File: src/hw/rtl/mae_pkg.sv
// Package for the matrix arithmetic engine: widths, mode codes, queue entry type.
// No dependencies.
package mae_pkg;
    localparam int MAX_DIM = 8;
    localparam int FRAC_BITS = 16;
    localparam int IDX_W = 3;
    localparam int ADDR_W = 6;
    localparam int DIM_W = 4;
    localparam int ACC_W = 70;
    localparam int CFG_IDX_W = 3;

    localparam logic [1:0] MODE_MUL = 2'd0;
    localparam logic [1:0] MODE_ADD = 2'd1;
    localparam logic [1:0] MODE_SCALE = 2'd2;
    localparam logic [1:0] MODE_NONE = 2'd3;

    localparam logic [CFG_IDX_W-1:0] REG_OP_MODE = 3'd0;
    localparam logic [CFG_IDX_W-1:0] REG_A_ROWS = 3'd1;
    localparam logic [CFG_IDX_W-1:0] REG_A_COLS = 3'd2;
    localparam logic [CFG_IDX_W-1:0] REG_B_COLS = 3'd3;
    localparam logic [CFG_IDX_W-1:0] REG_SCALE = 3'd4;

    typedef struct packed {
        logic              sel_b;
        logic [ADDR_W-1:0] addr;
        logic [31:0]       value;
        logic              go;
    } load_t;

    function automatic logic [DIM_W-1:0] clamp_dim(input logic [DIM_W-1:0] d);
        logic [DIM_W-1:0] r;
        r = d;
        if (d == '0)
            r = DIM_W'(1);
        else if (d > DIM_W'(MAX_DIM))
            r = DIM_W'(MAX_DIM);
        return r;
    endfunction
endpackage

File: src/hw/rtl/mae_front.sv
// Front end: accepts load items and pushes them into a two-entry queue.
// Depends on mae_pkg.
module mae_front import mae_pkg::*;
(
    input  logic        clk,
    input  logic        rst_n,
    input  logic        start,
    input  logic        req_type,
    input  logic [2:0]  elem_row,
    input  logic [2:0]  elem_col,
    input  logic [31:0] elem_value,
    input  logic        load_last,
    output logic        busy,
    input  logic        pop,
    output logic        q_valid,
    output load_t       q_head
);
    load_t       q_reg [2];
    logic [1:0]  cnt_reg, cnt_next;
    logic        push;
    load_t       item;

    assign busy = (cnt_reg == 2'd2);
    assign push = start && !busy;
    assign q_valid = (cnt_reg != 2'd0);
    assign q_head = q_reg[0];

    always_comb
    begin
        item.sel_b = req_type;
        item.addr = {elem_row, elem_col};
        item.value = elem_value;
        item.go = load_last;
        cnt_next = cnt_reg + 2'(push) - 2'(pop);
    end

    always_ff @(posedge clk or negedge rst_n)
    begin
        if (!rst_n)
            cnt_reg <= '0;
        else
            cnt_reg <= cnt_next;
    end

    always_ff @(posedge clk)
    begin
        if (pop)
        begin
            if (push && cnt_reg == 2'd1)
                q_reg[0] <= item;
            else
                q_reg[0] <= q_reg[1];
        end
        else if (push)
        begin
            if (cnt_reg == 2'd0)
                q_reg[0] <= item;
            else
                q_reg[1] <= item;
        end
    end
endmodule

File: config.mk
export PLATFORM = sky130hd
export DESIGN_NAME = mae_front
export DESIGN_NICKNAME = d
export VERILOG_FILES = /design/src/hw/rtl/mae_pkg.sv /design/src/hw/rtl/mae_front.sv
export SDC_FILE = /design/constraint.sdc
export NUM_CORES = 1
export LEC_CHECK = 0
export BUFFER_PORTS_ARGS = -buffer_cell sky130_fd_sc_hd__buf_2
export CAP_MARGIN = 20
export CORE_UTILIZATION = 55
export DETAILED_ROUTE_END_ITERATION = 8
export HOLD_SLACK_MARGIN = 0.02
export PLACE_DENSITY = 0.78
export SLEW_MARGIN = 20
export SYNTH_ARGS = -nofsm -noshare
export SYNTH_HDL_FRONTEND = slang
export SYNTH_SLANG_ARGS = --single-unit
export TNS_END_PERCENT = 50
File: constraint.sdc
create_clock -name clk -period 3.5 [get_ports clk]
set_clock_uncertainty 0.1 [all_clocks]
set_input_delay 0.7 -clock clk [delete_from_list [all_inputs] [get_ports clk]]
set_output_delay 0.7 -clock clk [all_outputs]
set_load 0.1 [all_outputs]
==> impl_metrics.toml <==
[status]
status = "complete, no violations"

[cts]
clk_pin_slew_ps = 80
root_buffer = "clkbuf_8"
post_cts_buffers = 0
cts_tree = "done"
cts_resized = 0
hold_buffers = 1
numCtsBuffers = 9
htreeDepth = 3
clkSinkCount = 82
clk_latency_ps = 350
clockBufferDepth = 2

[critical_path]
criticalPathCategory = "flop to output pin"
critical_path.slowest_cell = "dfrtp_2"
worstPathCellList = "nor2_1 > inv_1 > buf_2"
slowest_delay_ps = 890
required_ps = 2700
worstSetupEndpointType = "output pin"
arrival_ps = 1900
critPathLaunchType = "flop"
rr_worst_depth = 3
worstPathMaxFanout = 45

[power]
power_density_nw_per_um2 = 761.8
sw_frac_of_total_pct = 46.51
cellInternalPower_mw = 1.871
p_seq_share_pct = 41.3
combPwrFrac_pct = 42.6
power_frac_clock_pct = 16.2
vdd_drop_max_v = 0.0007592
power_leakage_nw = 1.762
switching_power_mw = 1.627

[yosys]
syn-num-nets = 369
synth_area_um2 = 4292
ys.warnings.count = 0
yosysSeqAreaShare_pct = 57.14
synth_edf_count = 80
synth_area_leaders = "edfxtp_1 (56%), o211ai_2 (12%), nand4b_1 (8.2%)"
synth_top_cells_by_count = "edfxtp_1 (80), nand2_1 (41), nand2b_1 (41)"
syn_inst = 323
ys_seq_elements = 82
synth_most_common_cell = "edfxtp_1"
yosysTopAreaCell = "edfxtp_1"
ys.flop_type = "edfxtp_1"
avgSynthCellArea_um2 = 13.29
synth-async-reset-ratio_pct = 2.439
synth_cell_types = 20
synth_top_cell_area_share_pct = 55.98

[timing]
slew_headroom_pct = 36.80
slew_violations = 0
tightest_slew_ps = 948.0
period_needed_ps = 2699
rsz0062_at_grt = "no"
max_freq_mhz = 370.4
tns_ps = 0
setup_viol = 0
hold_violations = 0
finalCritPeriodShare_pct = 77.13

[detailed_routing]
drtAntennaViolNets = 0
vias = 2550
remaining_drc_errors = 0
vias_per_cell = 5.531
dr.first_iter.drc_count = 146
routed_wl_um = 7434
drtPass1Iterations = 4
wl_per_cell_um = 16.13

[global_routing]
gr-usage-met1_pct = 26.77
grt-ovfl-total = 0
grt_antenna_before_repair = 0
track_usage_pct = 19.44
grt.busiest_layer = "met2"
grt_max_degree = 58
grt_util_met3_pct = 4.377
grt_pass1_vias = 2416
grt_pass1_wl_um = 12190
gr-usage-met2_pct = 29.58

[cells_and_area]
drive_above_1_share_pct = 40.61
largest_reg_flops = 80
area_growth_syn_to_layout_pct = 6.997
final_cells = 461
diodes = 0
fin_area_um2 = 4592
finalNetCount = 404
finish.utilization_pct = 61.98

[worst_hold_path]
min_path_cells = 1
holdCritPathClass = "primary input to flop"

[placed_design]
dp.cells = 444
port_buffers = 85
hpwlAfterDp_um = 4542
gp_congestion = 0.7231
dpl_cell_area_um2 = 4404

[floorplanning]
start_util_pct = 57.93
fp.dieH_um = 90.34
core_um2 = 7408
io_pins = 86
die_x_um = 90.34
dieArea_um2 = 8160
num_rows = 31

[run]
drv_cap = 0
==> stage by stage <==
stage / power [mW] / hold WS (ps) / setup slack [ps]
after floorplan: 2.890 / 304.4 / 80.76
after global placement: 2.940 / 390.3 / 891.7
after detailed placement: 2.954 / 391.3 / 884.0
after CTS: 3.508 / 441.3 / 793.9
after global routing: 3.636 / 444.1 / 677.8
final: 3.498 / 453.7 / 800.5
==> area by class of cell <==
type                    count  area, um^2
flip-flops and latches     82        2454
clock inverters             5       22.52
fillers                   574        2816
inverters                   2       7.507
well taps                  99       123.9
repair buffers             92       513.0
multi-input cells         171        1344
clock buffers              10       127.6
==> final timing paths <==
kind / from / endpoint / slack [ps]
min in group asynchronous: rst_n / cnt_reg[1]$_DFF_PN0_ / 560
worst max-delay path: cnt_reg[0]$_DFF_PN0_ / q_valid / 800
worst min-delay path: elem_value[2] / q_reg[0][43]$_DFFE_PP_ / 450
max in group asynchronous: rst_n / cnt_reg[0]$_DFF_PN0_ / 2630
worst max register to register: cnt_reg[0]$_DFF_PN0_ / q_reg[0][23]$_DFFE_PP_ / 1200
worst min register to register: q_reg[0][71]$_DFFE_PP_ / q_reg[0][31]$_DFFE_PP_ / 500
==> placed cells by master (no fill, tap or decap), drive strengths merged <==
cell	netlist	layout
buf	51	91
ha	2	2
nand2	41	41
nand4b	40	40
edfxtp	80	80
nor2b	1	1
clkinv	0	5
dfrtp	2	2
xnor2	2	2
dlygate4sd3	0	1
and3b	1	1
a21o	1	1
clkbuf	14	10
nor2	2	2
inv	2	2
o211ai	40	40
nand2b	41	41
==> power groups by stage <==
| stage | clock network [mW] | logic [mW] | registers [mW] |
|---|---|---|---|
| after floorplan | 0 | 1.53 | 1.36 |
| after global placement | 0 | 1.47 | 1.47 |
| after global routing | 0.614 | 1.55 | 1.47 |
| after detailed placement | 0 | 1.49 | 1.47 |
| after CTS | 0.573 | 1.49 | 1.45 |
| final | 0.565 | 1.49 | 1.44 |
==> worst max-delay path: cells and delay by family (launching register included) <==
family,cells,cell delay (ps)
AND/OR/NAND/NOR,1,170
flip-flops,1,890
buffers and inverters,2,500
==> routing by layer <==
| layer | vias to the layer above | share of wire [%] |
|---|---|---|
| met5 | - | 0 |
| met4 | 0 | 1.9 |
| met3 | 10 | 4.8 |
| met2 | 79 | 47 |
| met1 | 1239 | 46 |
| li1 | 1222 | - |
==> cells by family after synthesis <==
| group | Yosys count | share of synthesized area, % |
|---|---|---|
| simple gates | 126 | 18.25 |
| flops | 82 | 57.14 |
| xor+xnor | 2 | 0.4082 |
| buf+inv | 70 | 11.78 |
| compound gates | 41 | 11.84 |
| fa+ha+maj | 2 | 0.5830 |
(Power assumes the default switching activity.)
